<file path="src/design/conv3x3_normalized_clamp_filter_unit_defines.svh">
// Assertion macros used by the filter unit's controller.
`ifndef CONV3X3_NORMALIZED_CLAMP_FILTER_UNIT_DEFINES_SVH
`define CONV3X3_NORMALIZED_CLAMP_FILTER_UNIT_DEFINES_SVH

// Same-cycle implication, sampled on clk, off while arst_n is low.
`define CNV3_ASSERT_IMPL(lbl, ante, cons, msg) \
	lbl: assert property (@(posedge clk) disable iff (!arst_n) (ante) |-> (cons)) else $error(msg);

// Next-cycle implication, sampled on clk, off while arst_n is low.
`define CNV3_ASSERT_NEXT(lbl, ante, cons, msg) \
	lbl: assert property (@(posedge clk) disable iff (!arst_n) (ante) |=> (cons)) else $error(msg);

`endif

</file>
<file path="src/design/cnv3_pkg.sv">
// Types, constants and helpers shared by the 3x3 filter unit.
package cnv3_pkg;

	localparam int MAX_WIDTH  = 256;
	localparam int LINE_DEPTH = (MAX_WIDTH < 256) ? MAX_WIDTH : 256;
	localparam int COL_W      = $clog2(LINE_DEPTH);
	localparam int DIM_W      = 9;
	localparam int PIX_W      = 8;
	localparam int POS_W      = 8;
	localparam int CFG_W      = 36;
	localparam int CFG_IDX_W  = 3;
	localparam int COEF_W     = 12;
	localparam int PROD_W     = PIX_W + 1 + COEF_W;
	localparam int ACC_W      = 24;
	localparam int CSUM_W     = 16;
	localparam int DVS_W      = 15;
	localparam int STEP_W     = 5;
	localparam int MAC_TAPS   = 9;
	localparam int DIV_STEPS  = ACC_W;

	localparam logic [DIM_W-1:0] WIDTH_CAP  = DIM_W'(LINE_DEPTH);
	localparam logic [DIM_W-1:0] HEIGHT_CAP = DIM_W'(256);
	localparam logic [PIX_W-1:0] PIX_MAX    = PIX_W'(255);
	localparam logic [DVS_W-1:0] Q74_ONE    = DVS_W'(16);

	// Configuration register indexes
	localparam logic [CFG_IDX_W-1:0] CFG_COEFF_TOP    = 3'd0;
	localparam logic [CFG_IDX_W-1:0] CFG_COEFF_MID    = 3'd1;
	localparam logic [CFG_IDX_W-1:0] CFG_COEFF_BOTTOM = 3'd2;
	localparam logic [CFG_IDX_W-1:0] CFG_IMAGE_WIDTH  = 3'd3;
	localparam logic [CFG_IDX_W-1:0] CFG_IMAGE_HEIGHT = 3'd4;

	localparam logic KIND_DRAIN = 1'b1;

	typedef struct packed {
		logic             kind;
		logic [PIX_W-1:0] pixel_value;
	} in_t;

	typedef struct packed {
		logic [PIX_W-1:0] out_value;
		logic [POS_W-1:0] out_row;
		logic [POS_W-1:0] out_col;
		logic             frame_last;
	} out_t;

	typedef struct packed {
		logic load_item;
		logic check;
		logic update;
		logic mac_step;
		logic div_init;
		logic div_step;
		logic push_out;
	} cmd_t;

	typedef struct packed {
		logic skip;
		logic need_res;
		logic use_conv;
		logic mac_last;
		logic div_last;
		logic out_full;
	} sts_t;

	// Coefficient of window tap k (row-major), left column in the low bits.
	function automatic logic signed [COEF_W-1:0] coeff_sel(
		input logic [CFG_W-1:0] top,
		input logic [CFG_W-1:0] mid,
		input logic [CFG_W-1:0] bot,
		input logic [3:0]       k
	);
		logic [COEF_W-1:0] c;
		case (k)
			4'd0: c = top[11:0];
			4'd1: c = top[23:12];
			4'd2: c = top[35:24];
			4'd3: c = mid[11:0];
			4'd4: c = mid[23:12];
			4'd5: c = mid[35:24];
			4'd6: c = bot[11:0];
			4'd7: c = bot[23:12];
			4'd8: c = bot[35:24];
			default: c = '0;
		endcase
		return $signed(c);
	endfunction

endpackage

</file>
<file path="src/design/cnv3_ctrl.sv">
// Controller: sequences each request through check, update and, where needed, MAC, divide and push.
`include "conv3x3_normalized_clamp_filter_unit_defines.svh"

module cnv3_ctrl (
	input  logic           clk,
	input  logic           arst_n,
	input  logic           in_valid,
	input  cnv3_pkg::sts_t sts,
	output logic           in_ready,
	output cnv3_pkg::cmd_t cmd
);

	typedef enum logic [2:0] {
		S_IDLE,
		S_CHECK,
		S_UPDATE,
		S_MAC,
		S_DIVINIT,
		S_DIV,
		S_PUSH
	} state_t;

	state_t state_q;

	always_ff @(posedge clk or negedge arst_n) begin
		if (!arst_n) begin
			state_q <= S_IDLE;
		end else begin
			unique case (state_q)
				S_IDLE:    if (in_valid) state_q <= S_CHECK;
				S_CHECK:   state_q <= sts.skip ? S_IDLE : S_UPDATE;
				S_UPDATE: begin
					if (!sts.need_res) state_q <= S_IDLE;
					else if (sts.use_conv) state_q <= S_MAC;
					else state_q <= S_PUSH;
				end
				S_MAC:     if (sts.mac_last) state_q <= S_DIVINIT;
				S_DIVINIT: state_q <= S_DIV;
				S_DIV:     if (sts.div_last) state_q <= S_PUSH;
				S_PUSH:    if (!sts.out_full) state_q <= S_IDLE;
				default:   state_q <= S_IDLE;
			endcase
		end
	end

	assign in_ready = state_q == S_IDLE;

	always_comb begin
		cmd           = '0;
		cmd.load_item = (state_q == S_IDLE) && in_valid;
		cmd.check     = state_q == S_CHECK && !sts.skip;
		cmd.update    = state_q == S_UPDATE;
		cmd.mac_step  = state_q == S_MAC;
		cmd.div_init  = state_q == S_DIVINIT;
		cmd.div_step  = state_q == S_DIV;
		cmd.push_out  = (state_q == S_PUSH) && !sts.out_full;
	end

	`CNV3_ASSERT_IMPL(a_idle_no_work, in_ready, !cmd.mac_step && !cmd.div_step && !cmd.push_out, "arithmetic while accepting")
	`CNV3_ASSERT_NEXT(a_push_returns, cmd.push_out, in_ready, "no return to idle after push")
	`CNV3_ASSERT_NEXT(a_div_to_push, (state_q == S_DIV) && sts.div_last, state_q == S_PUSH, "divider end missed")

endmodule

</file>
<file path="config.mk">
export PLATFORM = sky130hd
export DESIGN_NAME = cnv3_ctrl
export DESIGN_NICKNAME = d
export VERILOG_FILES = /design/src/design/cnv3_pkg.sv /design/src/design/cnv3_ctrl.sv
export VERILOG_INCLUDE_DIRS = /design/src /design/src/design
export SDC_FILE = /design/constraint.sdc
export NUM_CORES = 1
export LEC_CHECK = 0
export BUFFER_PORTS_ARGS = -buffer_cell sky130_fd_sc_hd__buf_2
export CORE_AREA = 2 2 39 41
export DETAILED_ROUTE_END_ITERATION = 7
export DIE_AREA = 0 0 41 43
export HOLD_SLACK_MARGIN = 0.12
export PLACE_DENSITY = 0.58
export SLEW_MARGIN = 20
export SYNTH_ARGS = -nofsm -noshare
export SYNTH_HDL_FRONTEND = slang
export SYNTH_SLANG_ARGS = --single-unit
</file>
<file path="constraint.sdc">
create_clock -name clk -period 1.6 [get_ports clk]
set_clock_uncertainty 0.05 [all_clocks]
set_input_delay 0.08 -clock clk [delete_from_list [all_inputs] [get_ports clk]]
set_output_delay 0.08 -clock clk [all_outputs]
set_load 0.01 [all_outputs]
</file>
## Yosys cells after proc, flatten, opt, wreduce, memory -nomap -nowiden

Cells that the tools add are included.

| storage, ports and cells | value |
|---|---|
| register bits after elaboration | 3 |
| latch bits | 0 |
| RAM bits | 0 |
| memory bits (read-only) | 0 |
| input port bits | 9 |
| output and inout port bits | 8 |
| memories kept | 0 |

| cells by class | value |
|---|---|
| add/subtract/negate cells | 0 |
| multiply operators | 0 |
| div/mod/pow operators | 0 |
| magnitude comparators | 0 |
| eq/ne operators | 10 |
| shifts and indexed selects | 0 |
| muxes and demuxes | 8 |
| bitwise logic cells | 0 |
| reduce and logical (&&, ||, !) cells | 7 |

Operators by type and width:

| cell | count |
|---|---|
| 3-bit one-hot mux with 7 select lines | 1 |
| 3-bit two-way mux | 6 |
| 3-bit equality test, second input constant | 3 |
| 2-bit inequality test, second input constant | 4 |
| 3-bit by 2-bit equality test with 1-bit output, second input constant | 2 |
| 4-bit AND reduction | 1 |
| 3-bit by 1-bit equality test with 1-bit output, second input constant | 1 |
| 1-bit logical AND | 3 |
| 3-bit logical NOT | 1 |
| 1-bit logical NOT | 2 |
| 2-bit two-way mux | 1 |

## Depth between registers and ports, before layout

| depth | value |
|---|---|
| depth in word-level cells | 3 |
| mapped depth | 5 |
| mapped depth without buffers | 4 |

## Worst setup path after synthesis

No wires, ideal clock.

| path | value |
|---|---|
| path type | register -> register |
| from | register state_q[2] |
| to | register state_q[1] |
| setup time | 0.125 ns |
| arrival | 1.213 ns |
| data required time | 1.425 ns |
| path slack | 0.212 ns |
| cell stages (with the launch flop) | 6 |
| buffers on the path | 1 |
| clock period less this slack | 1.388 ns |
| cell sequence | dfrtp_1 buf_6 nor3b_1 o21ai_2 o21ai_2 mux2_4 |

| on the way | value |
|---|---|
| word-level cells in the longest chain between the ends | 3 |
| elaborated cells on any way between the ends | 13 |
| classes of those cells | eq/ne (10); mux (1); reduce/logical (2) |

RTL lines:

| what | line | RTL |
|---|---|---|
| start: declaration | cnv3_ctrl.sv:23 | `state_t state_q;` |
| start signal: assignment | cnv3_ctrl.sv:31 | `S_CHECK: state_q <= sts.skip ? S_IDLE : S_UPDATE;` |
| 3-bit by 2-bit equality test with 1-bit output, or another cell as far along | cnv3_ctrl.sv:29 | `unique case (state_q)` |
| 2-bit inequality test (no source line) | n/a |  |
| 4-bit AND reduction (no source line) | n/a |  |

Parallel ways exist; a longest one is shown, timed or not.
A chain may end at the register's enable or synchronous reset.

## Worst setup path after layout

Same ends and word-level chain as after synthesis.

==> flow_metrics.tcl <==
set metrics [dict create \
    seq_area_um2 76.32 \
    drcViolationCount 0 \
    layout-drive-gt1-share_pct 56.00 \
    clock_path_buffers 2 \
    timing.hold.ws_ns 0.1224 \
    synth.avg_cell_area_um2 8.993 \
    fillers 164 \
    tns_ns 0 \
    largest-register "state_q" \
    rsz0062_at_grt "no" \
    drv_cap 0 \
    critPathKind "reg2reg" \
    start_util_pct 20.80 \
    crit_top_cell "o21ai_2" \
    required_ns 1.66 \
    hold_viol_final 0 \
    gr-total-overflow 0 \
    arrival_ns 1.59 \
    multi_input_area_um2 173.9 \
    num_vias 306 \
    fin_nets 60 \
    synth.top_cell.area_share_pct 26.09 \
    timing.final.ws_setup_ns 0.07698 \
    cts_sinks 3 \
    hold_path.class "in2async" \
    yosysTopAreaCell "dfrtp_1" \
    max_slew_margin_pct 72.50 \
    synth-edff-count 0 \
    cp_num_buf_inv 0 \
    finalWirelength_um 682 \
    cpPeakStageDelay_ns 0.56 \
    antenna_left 0 \
    outcome "finished clean" \
    routabilityCongestion 0.7125 \
    final_area_um2 397.9 \
    area_growth_pct 38.26 \
    cts-root-buf "clkbuf_4" \
    dr.pass1.iters 2 \
    grt_util_all_layers_pct 9.658 \
    ir_worst_vdd_v 0.0004773 \
    numCtsBuffers 3 \
    pre_cts_ws_ns 0.08053 \
    tightestPinTransition_ns 0.4126 \
    dp.cells 61 \
    min_period_ns 1.523 \
    initialDrtViolationCount 3 \
    slew_violations 0 \
    syn_area_um2 287.8 \
    syn_nets 41 \
    ys_seq_elements 3 \
    worstPathMaxFanout 11 \
    worstPathCellList "nor3b_1 -> o21ai_2 -> o21ai_2 -> mux2_4" \
    reg.largest.list "state_q x3" \
    die_w_um 41 \
    cp-end-kind "register" \
    yosysWarnings 0 \
    grt_pass1_wl_mm 1.131 \
    die_y_um 43 \
    cts.clk_slew.worst_paths_ns 0.04 \
    fin_cells 66 \
    ys_types 23 \
    grt_start_max_net_pins 14 \
    yosysSeqAreaShare_pct 26.09 \
    cts_tree "yes" \
    netlist_instances 32 \
    period_share_pct 95.19 \
    cts_max_level 1 \
    port_buffers 16 \
    dieArea_um2 1763 \
    clock_latency_ns 0.23 \
    slowest_stage "dfrtp_1" \
    rows 14 \
    synthFlopType "dfrtp_1" \
    core_area_um2 1384 \
    crit_path_start_kind "register" \
    yosys-top-cells-area "dfrtp_1, buf_6, o21ai_2" \
    antennaDiodeCount 0 \
    grt_antenna_before_repair 0 \
    power_leakage_nw 0.1962 \
    crit_family "flip-flops" \
    powerDensity_nw_per_um2 1755 \
    synth.top_cells.by_count "dfrtp_1, nor3_1" \
    io_pins 17 \
    grt_pass1_vias 284 \
    largest_reg_flops 3 \
    wl_per_cell_um 10.33 \
    max_freq_mhz 656.6 \
    placed_area_um2 360.3 \
    vias_per_cell 4.636 \
    setup_viol 0 \
    synthArstFlopShare_pct 100.0 \
]
-- per-layer routing --
layer / up-vias / global-route usage, % / wire length, um
li1: 157 / - / -
met1: 136 / 12.94 / 314
met2: 11 / 11.88 / 309
met3: 2 / 3.141 / 41
met4: 0 / 8.000 / 16
met5: - / 0 / 0
-- power by group --
group          leakage, nW  total, mW  internal (mW)  switching [mW]
Combinational        0.145      0.344          0.179           0.165
Sequential          0.0365      0.221          0.112           0.109
Clock               0.0150      0.133         0.0935          0.0396
Total                0.196      0.698          0.385           0.313
-- path summary, 6_finish.rpt --
kind / startpoint / endpoint / slack [ns] / depth (start not counted)
min: arst_n / state_q[2] / 0.12 / 2
max in group asynchronous: arst_n / state_q[1] / 1.26 / 2
max: state_q[2] / state_q[1] / 0.08 / 4
min reg2reg: state_q[1] / state_q[1] / 0.61 / 1
max reg2reg: state_q[2] / state_q[1] / 0.08 / 4
min in group clk: in_valid / state_q[0] / 0.16 / 3
-- final cells by class --
class                           count  area share (%)
Sequential cell                     3           19.18
Multi-Input combinational cell     23           43.71
Tap cell                           16           5.031
Timing Repair Buffer               17           22.64
Clock buffer                        4           6.604
Inverter                            3           2.830
-- through the flow --
step,power [mW],util [%]
3_5_place_dp,0.5686,26.04
6_report,0.6981,28.75
5_1_grt,0.7595,28.75
4_1_cts,0.7114,28.66
3_3_place_gp,0.5622,26.04
2_1_floorplan,0.5002,-
-- cells by family after synthesis --
kind of cell | Yosys count | synth area share, %
simple gates | 13 | 29.57
flops | 3 | 26.09
mux | 1 | 5.216
buf+inv | 6 | 13.48
compound gates | 9 | 25.65
-- cell usage in the layout (no fill, tap or decap), drive strengths merged, types with 2 or more instances in the layout --
cell,instances
o21ai,3
nor3,4
a31oi,2
inv,3
nor3b,2
clkbuf,4
and3,2
dfrtp,3
buf,16
-- what timing repair did --
action,4_1_cts,5_1_grt
buffers inserted,0,0
gates resized for setup,0,1
setup endpoints to repair,0,1
hold buffers,1,0
endpoints found under the hold margin,3,0
(Power assumes the default switching activity.)
